### src/rtl/core/pod_hashed_key_value_store_unit_assert.svh
// ----------------------------------------------------------------------------
// Assertion macros for the pod hashed key-value store
// Concurrent assertion wrappers that compile away under SYNTHESIS.
// ----------------------------------------------------------------------------
`ifndef POD_HASHED_KEY_VALUE_STORE_UNIT_ASSERT_SVH
`define POD_HASHED_KEY_VALUE_STORE_UNIT_ASSERT_SVH

`ifndef SYNTHESIS
// Clocked check, quiet while reset is asserted.
`define PHKVS_ASSERT_CLK(label, prop) \
    label: assert property (@(posedge clk) disable iff (!rst_n) prop) \
        else $error("assertion failed");
// Clocked check that also holds during reset.
`define PHKVS_ASSERT_RST(label, prop) \
    label: assert property (@(posedge clk) prop) \
        else $error("assertion failed during or after reset");
`else
`define PHKVS_ASSERT_CLK(label, prop)
`define PHKVS_ASSERT_RST(label, prop)
`endif

`endif

### src/rtl/core/phkvs_pkg.sv
// ----------------------------------------------------------------------------
// phkvs_pkg
// Shared constants, types and helper functions of the pod hashed key-value store.
// ----------------------------------------------------------------------------
package phkvs_pkg;

    // Store geometry.
    localparam int PODS        = 4;
    localparam int POD_DEPTH   = 16;
    localparam int KEY_BYTES   = 8;
    localparam int VALUE_BYTES = 8;

    localparam int SLOTS  = PODS * POD_DEPTH;
    localparam int POD_W  = (PODS > 1) ? $clog2(PODS) : 1;
    localparam int SLOT_W = $clog2(POD_DEPTH);
    localparam int ADDR_W = (SLOTS > 1) ? $clog2(SLOTS) : 1;

    // Width of the character segment that maps to one pod.
    localparam int POD_SEG     = 61 / PODS;
    localparam int POD_SEG_DIV = (POD_SEG > 0) ? POD_SEG : 1;

    // Field masks and the position of the first key character.
    localparam logic [63:0] KEY_MASK =
        (KEY_BYTES >= 8) ? {64{1'b1}} : ((64'd1 << (8 * KEY_BYTES)) - 64'd1);
    localparam logic [63:0] VALUE_MASK =
        (VALUE_BYTES >= 8) ? {64{1'b1}} : ((64'd1 << (8 * VALUE_BYTES)) - 64'd1);
    localparam int FIRST_LSB = 8 * (KEY_BYTES - 1);

    // Operation codes.
    localparam logic OP_WRITE = 1'b0;
    localparam logic OP_READ  = 1'b1;

    // Result status codes.
    typedef enum logic [1:0] {
        STAT_DONE      = 2'd0,
        STAT_BAD_KEY   = 2'd1,
        STAT_NOT_FOUND = 2'd2
    } status_t;

    // Controller states.
    typedef enum logic [1:0] {
        S_IDLE,
        S_DECODE,
        S_SCAN,
        S_FINISH
    } state_t;

    // Commands from the controller to the datapath.
    typedef struct packed {
        logic    capture;
        logic    do_write;
        logic    scan_start;
        logic    scan_step;
        logic    take_hit;
        logic    load_out;
        status_t out_status;
    } ctrl_cmd_t;

    // Status from the datapath to the controller.
    typedef struct packed {
        logic char_ok;
        logic op_read;
        logic hit;
        logic scan_last;
    } dp_stat_t;

    // True for a digit, an upper-case or a lower-case letter.
    function automatic logic char_valid(input logic [7:0] c);
        return (c >= 8'd48 && c <= 8'd57) || (c >= 8'd65 && c <= 8'd90) ||
               (c >= 8'd97 && c <= 8'd122);
    endfunction

    // Rank of a valid character: digits, then upper case, then lower case.
    function automatic logic [5:0] char_rank(input logic [7:0] c);
        logic [7:0] r;
        if (c >= 8'd48 && c <= 8'd57)
            r = c - 8'd48;
        else if (c >= 8'd65 && c <= 8'd90)
            r = c - 8'd65 + 8'd10;
        else
            r = c - 8'd97 + 8'd36;
        return r[5:0];
    endfunction

    // Pod of a valid character, clamped to the last pod. The quotient by the
    // segment width is found by comparing the rank against each segment start,
    // which also gives the clamp, since only the starts of pods 1 to PODS-1 are tested.
    function automatic logic [POD_W-1:0] pod_of_char(input logic [7:0] c);
        logic [5:0]       rank;
        logic [POD_W-1:0] q;
        rank = char_rank(c);
        q = '0;
        for (int k = 1; k < PODS; k++)
        begin
            if ({2'b00, rank} >= 8'(k * POD_SEG_DIV))
                q = POD_W'(k);
        end
        return q;
    endfunction

    // Next slot around a pod's ring.
    function automatic logic [SLOT_W-1:0] slot_inc(input logic [SLOT_W-1:0] s);
        return (s == SLOT_W'(POD_DEPTH - 1)) ? '0 : s + 1'b1;
    endfunction

    // Store address of a slot within a pod.
    function automatic logic [ADDR_W-1:0] slot_addr(input logic [POD_W-1:0] pod,
                                                    input logic [SLOT_W-1:0] slot);
        return ADDR_W'(pod) * ADDR_W'(POD_DEPTH) + ADDR_W'(slot);
    endfunction

endpackage

### src/rtl/core/phkvs_ctrl.sv
// ----------------------------------------------------------------------------
// phkvs_ctrl
// Controller: sequences capture, write, ring scan and output transfer.
// ----------------------------------------------------------------------------
`include "pod_hashed_key_value_store_unit_assert.svh"

module phkvs_ctrl
    import phkvs_pkg::*;
(
    input  logic      clk,
    input  logic      rst_n,
    input  logic      in_valid,
    output logic      in_ready,
    output logic      out_valid,
    input  logic      out_ready,
    input  dp_stat_t  stat,
    output ctrl_cmd_t cmd
);

    state_t  state_reg;
    state_t  state_next;
    status_t code_reg;
    status_t code_next;
    logic    out_valid_reg;
    logic    out_valid_next;

    // State, status code and output valid registers.
    always_ff @(posedge clk or negedge rst_n)
    begin
        if (!rst_n)
        begin
            state_reg     <= S_IDLE;
            code_reg      <= STAT_DONE;
            out_valid_reg <= 1'b0;
        end
        else
        begin
            state_reg     <= state_next;
            code_reg      <= code_next;
            out_valid_reg <= out_valid_next;
        end
    end

    // Next state and commands.
    always_comb
    begin
        state_next     = state_reg;
        code_next      = code_reg;
        in_ready       = 1'b0;
        cmd            = '0;
        cmd.out_status = code_reg;

        unique case (state_reg)
            S_IDLE:
            begin
                in_ready = 1'b1;
                if (in_valid)
                begin
                    cmd.capture = 1'b1;
                    state_next  = S_DECODE;
                end
            end
            S_DECODE:
            begin
                if (!stat.char_ok)
                begin
                    code_next  = STAT_BAD_KEY;
                    state_next = S_FINISH;
                end
                else if (!stat.op_read)
                begin
                    cmd.do_write = 1'b1;
                    code_next    = STAT_DONE;
                    state_next   = S_FINISH;
                end
                else
                begin
                    cmd.scan_start = 1'b1;
                    state_next     = S_SCAN;
                end
            end
            S_SCAN:
            begin
                if (stat.hit)
                begin
                    cmd.take_hit = 1'b1;
                    code_next    = STAT_DONE;
                    state_next   = S_FINISH;
                end
                else if (stat.scan_last)
                begin
                    code_next  = STAT_NOT_FOUND;
                    state_next = S_FINISH;
                end
                else
                begin
                    cmd.scan_step = 1'b1;
                end
            end
            S_FINISH:
            begin
                if (!out_valid_reg || out_ready)
                begin
                    cmd.load_out = 1'b1;
                    state_next   = S_IDLE;
                end
            end
            default:
            begin
                state_next = S_IDLE;
            end
        endcase
    end

    // Output valid: set on load, cleared by a transfer.
    always_comb
    begin
        if (cmd.load_out)
            out_valid_next = 1'b1;
        else if (out_ready)
            out_valid_next = 1'b0;
        else
            out_valid_next = out_valid_reg;
    end

    assign out_valid = out_valid_reg;

    // A result never overwrites one that has not been transferred.
    `PHKVS_ASSERT_CLK(a_load_into_free, cmd.load_out |-> (!out_valid_reg || out_ready))
    // An accepted item is decoded in the next cycle.
    `PHKVS_ASSERT_CLK(a_accept_decode, (in_valid && in_ready) |=> (state_reg == S_DECODE))
    // A scan hit ends the scan with a done status.
    `PHKVS_ASSERT_CLK(a_hit_finish, (state_reg == S_SCAN && stat.hit) |=> (state_reg == S_FINISH && code_reg == STAT_DONE))
    // No result is offered while reset is held.
    `PHKVS_ASSERT_RST(a_reset_quiet, !rst_n |-> !out_valid_reg)

endmodule
### config.mk
export PLATFORM = sky130hd
export DESIGN_NAME = phkvs_ctrl
export DESIGN_NICKNAME = d
export VERILOG_FILES = /design/src/rtl/core/phkvs_pkg.sv /design/src/rtl/core/phkvs_ctrl.sv
export VERILOG_INCLUDE_DIRS = /design/src /design/src/rtl/core
export SDC_FILE = /design/constraint.sdc
export NUM_CORES = 1
export LEC_CHECK = 0
export BUFFER_PORTS_ARGS = -buffer_cell sky130_fd_sc_hd__buf_2
export CAP_MARGIN = 20
export CORE_AREA = 4 4 41 43
export CTS_BUF_LIST = sky130_fd_sc_hd__clkbuf_4 sky130_fd_sc_hd__clkbuf_8
export DETAILED_ROUTE_END_ITERATION = 7
export DIE_AREA = 0 0 45 47
export GPL_TIMING_DRIVEN = 1
export PLACE_DENSITY_LB_ADDON = 0.2
export SLEW_MARGIN = 15
export SYNTH_ARGS = -nofsm -noshare
export SYNTH_HDL_FRONTEND = slang
export SYNTH_SLANG_ARGS = --single-unit
### constraint.sdc
create_clock -name clk -period 2.9 [get_ports clk]
set_input_delay 0.58 -clock clk [delete_from_list [all_inputs] [get_ports clk]]
set_output_delay 0.58 -clock clk [all_outputs]
set_load 0.05 [all_outputs]
; Yosys cells after proc, flatten, opt, wreduce, memory -nomap -nowiden
; Cells that the tools add are included.
[totals]
input_bits = 8
mem_bits_ro = 0
ramBits = 0
mem_count = 0
ff_bits = 5
out_inout_bits = 10
latchBits = 0
[classes]
div_mod_pow = 0
n_bitwise = 0
add_sub_neg = 0
n_eq_ne = 7
n_mul = 0
order_cmp = 0
n_mux = 27
n_shift = 0
reduce_logical = 7
[ops]
columns = op, count
row1 = $mux W2, 12
row2 = $mux W1, 13
row3 = $pmux W2 S4, 1
row4 = $ne A3 B3 Y1 const B, 2
row5 = $reduce_and A3 Y1, 2
row6 = $eq A2 B2 Y1 const B, 2
row7 = $ne A2 B2 Y1 const B, 2
row8 = $pmux W2 S2, 1
row9 = $reduce_bool A2 Y1, 2
row10 = $eq A2 B1 Y1 const B, 1
row11 = $logic_not A2 Y1, 1
row12 = $logic_not A1 Y1, 1
row13 = $logic_or A1 B1 Y1, 1

; Depth between registers and ports, before layout
[depth]
ltp_word = 5
mapped_depth = 5

; Least setup slack after synthesis
; OpenSTA, ideal clock, no wires.
[synth_path]
path_type = register -> output
from = register state_reg[0]
to = output port cmd[7] (netlist bit)
t_arrival_ps = 1512
path_slack_ps = 808
stages_incl_launch_ff = 4
n_path_buf = 0
path_cell_list = dfrtp_1 inv_1 ha_1 and2_1
[synth_rtl]
columns = item, line_no
row1 = start: declaration, phkvs_ctrl.sv:20  ; state_t state_reg;
row2 = start signal: assignment, phkvs_ctrl.sv:38  ; state_reg <= state_next;
row3 = end: declaration, phkvs_ctrl.sv:17  ; output ctrl_cmd_t cmd

==> summary.txt <==
DR iter-0 viols - 2
Period utilization - 0.785
Cells after DPL - 73
Setup tns final - 0 ns
Clk_skew - 0.000696 ns
Antenna diode count - 0
Register bit total from synthesis - 5
Final min period - 2.28 ns
First-pass GRT wire length - 1.32 mm
Outcome - completed
Critical path fanouts, max - 6
CTS tree - built
Bufs on Longest Clock Path - 2
Placer Congestion - 0.749
Die H - 47 µm
Syn nets - 54
Post-CTS Resized - 0
Detail Route Antenna Nets - 0
Pin count of the biggest net entering global routing - 7
CTS root buf - clkbuf_4
I/O pin count - 18
Die Area - 2120 µm²
PortBufs - 17
Worst slew pin tran - 0.250 ns
Global route overflow - 0
NumNets Final - 75
Final cell count without fillers - 77
Worst EP arrival - 1.70 ns
Vias in the first global route - 337
Vias - 361
Synth unique cells - 23
Area of the core - 1300 µm²
DR pass1 iterations - 2
Critical path startpoint category - register
# rows - 13
Endpoints failing setup - 0
Worst skew pair latency - 0.23 ns
RSZ-0062 raised after global routing - no
Leak - 0.000284 µW
Syn_area_per_cell - 9.26 µm²
Mapped Area - 389 µm²
Post-Syn Instances - 42
Crit end category - output pin
DR vias/cell - 4.69
Setup WS pre-CTS - 0.865 ns
WHS - 0.151 ns
Max-slew violation count - 0
CTS H-tree depth - 1
Min-delay worst type - input port to asynchronous set/reset pin
# DRC - 0
Setup slack after layout - 0.622 ns
Share of post-route cells with drive strength above 1 - 0.403
Seq/Total Area, Yosys - 0.322
DRT Wirelength - 826 µm
Die Width - 45 µm
Max Cap Violations - 0
Clock slew at reported path FFs - 0.04 ns
Synth warn - 0
Fmax - 439 MHz
Area growth syn-to-layout - 32.5%
Critical Path RT - 2.32 ns
Initial core utilization - 0.299
Clock Sink Count - 5
# hold bufs at CTS - 0
Kind of critical path - register to output pin
Antenna violations before repair - 0
Maximum vdd drop - 473 µV
Slew HR - 0.834
# Post-CTS Setup Buffers - 0
GR Util All Layers - 0.0904
WL/cell - 10.7 µm
Power density over the cells - 1230 nW/µm²
Final Hold Fails - 0
Final HPWL from detailed placement - 693 µm
TritonCTS buffer count - 3
-- cell usage after synthesis, drive strengths merged --
cell type | n | area, µm²
a21bo | 1 | 10.0
a21boi | 1 | 7.51
a21oi | 2 | 10.0
a22o | 1 | 8.76
a31oi | 1 | 6.26
and2 | 3 | 18.8
and2b | 1 | 7.51
and3 | 1 | 6.26
and4b | 1 | 10.0
buf | 1 | 7.51
dfrtp | 5 | 125
ha | 4 | 50.1
inv | 3 | 11.3
mux2 | 2 | 22.5
nand2 | 2 | 7.51
nand2b | 3 | 18.8
nand3 | 2 | 10.0
nand3b | 1 | 7.51
nor2 | 1 | 3.75
nor2b | 1 | 6.26
o211ai | 1 | 7.51
o21ai | 3 | 15.0
or3b | 1 | 11.3
-- metrics by stage --
step | cell area, µm² | power, µW | util
2_1_floorplan | 389 | 476 | -
3_3_place_gp | 485 | 556 | 0.373
3_5_place_dp | 485 | 553 | 0.373
4_1_cts | 515 | 645 | 0.396
5_1_grt | 515 | 686 | 0.396
6_report | 515 | 634 | 0.396
-- layout by cell type, fill, tap and decap left out, drive strengths merged --
cell type,synthesis,routed
nor2,1,1
or3b,1,1
buf,1,17
o211ai,1,1
nor2b,1,1
a21boi,1,1
clkbuf,0,4
a31oi,1,1
and3,1,1
and2,3,3
nand3,2,2
a21oi,2,2
a21bo,1,1
ha,4,4
dfrtp,5,5
nand3b,1,1
nand2,2,2
inv,3,3
and2b,1,1
o21ai,3,3
a22o,1,1
mux2,2,2
and4b,1,1
nand2b,3,3
-- layer usage --
layer | track usage | share of wire | vias to the layer above | wire length, µm
met5 | 0 | 0 | - | 0
met2 | 0.150 | 0.45 | 16 | 370
met1 | 0.0874 | 0.44 | 158 | 363
met4 | 0.0526 | 0 | 0 | 0
met3 | 0.0536 | 0.11 | 0 | 92
li1 | - | - | 187 | -
-- logic make-up after synthesis --
logic type               share of synthesized area
adder cells (fa/ha/maj)                      0.129
AO/OA/AOI/OAI                                0.167
multiplexers                                0.0579
flip-flops                                   0.322
AND/OR/NAND/NOR                              0.277
buffers and inverters                       0.0482
-- path summary, 6_finish.rpt --
check,slack (ns),startpoint,endpoint,cells after the start
max in group asynchronous,2.62,rst_n,code_reg[1],1
min in group clk,0.53,code_reg[0],code_reg[0],1
max reg2reg,1.21,state_reg[0],state_reg[1],5
min reg2reg,0.53,code_reg[0],code_reg[0],1
min,0.15,rst_n,out_valid,1
max,0.62,state_reg[0],cmd[4],5
-- area by class of cell --
type	count	area [µm²]
fillers	135	786
multi-input cells	33	245
flip-flops and latches	5	125
repair buffers	17	85.1
clock buffers	4	30.0
well taps	15	18.8
inverters	3	11.3
-- power breakdown --
group / switching [µW] / internal (µW)
clock network: 25.3 / 61.1
registers: 31.4 / 104
logic: 268 / 144
-- critical path: stages (launching register included) --
cell	delay [ns]
dfrtp_1	0.42
inv_1	0.10
ha_1	0.22
or3b_4	0.43
inv_1	0.06
buf_2	0.25
No activity file was read; power rests on OpenSTA's default activity.
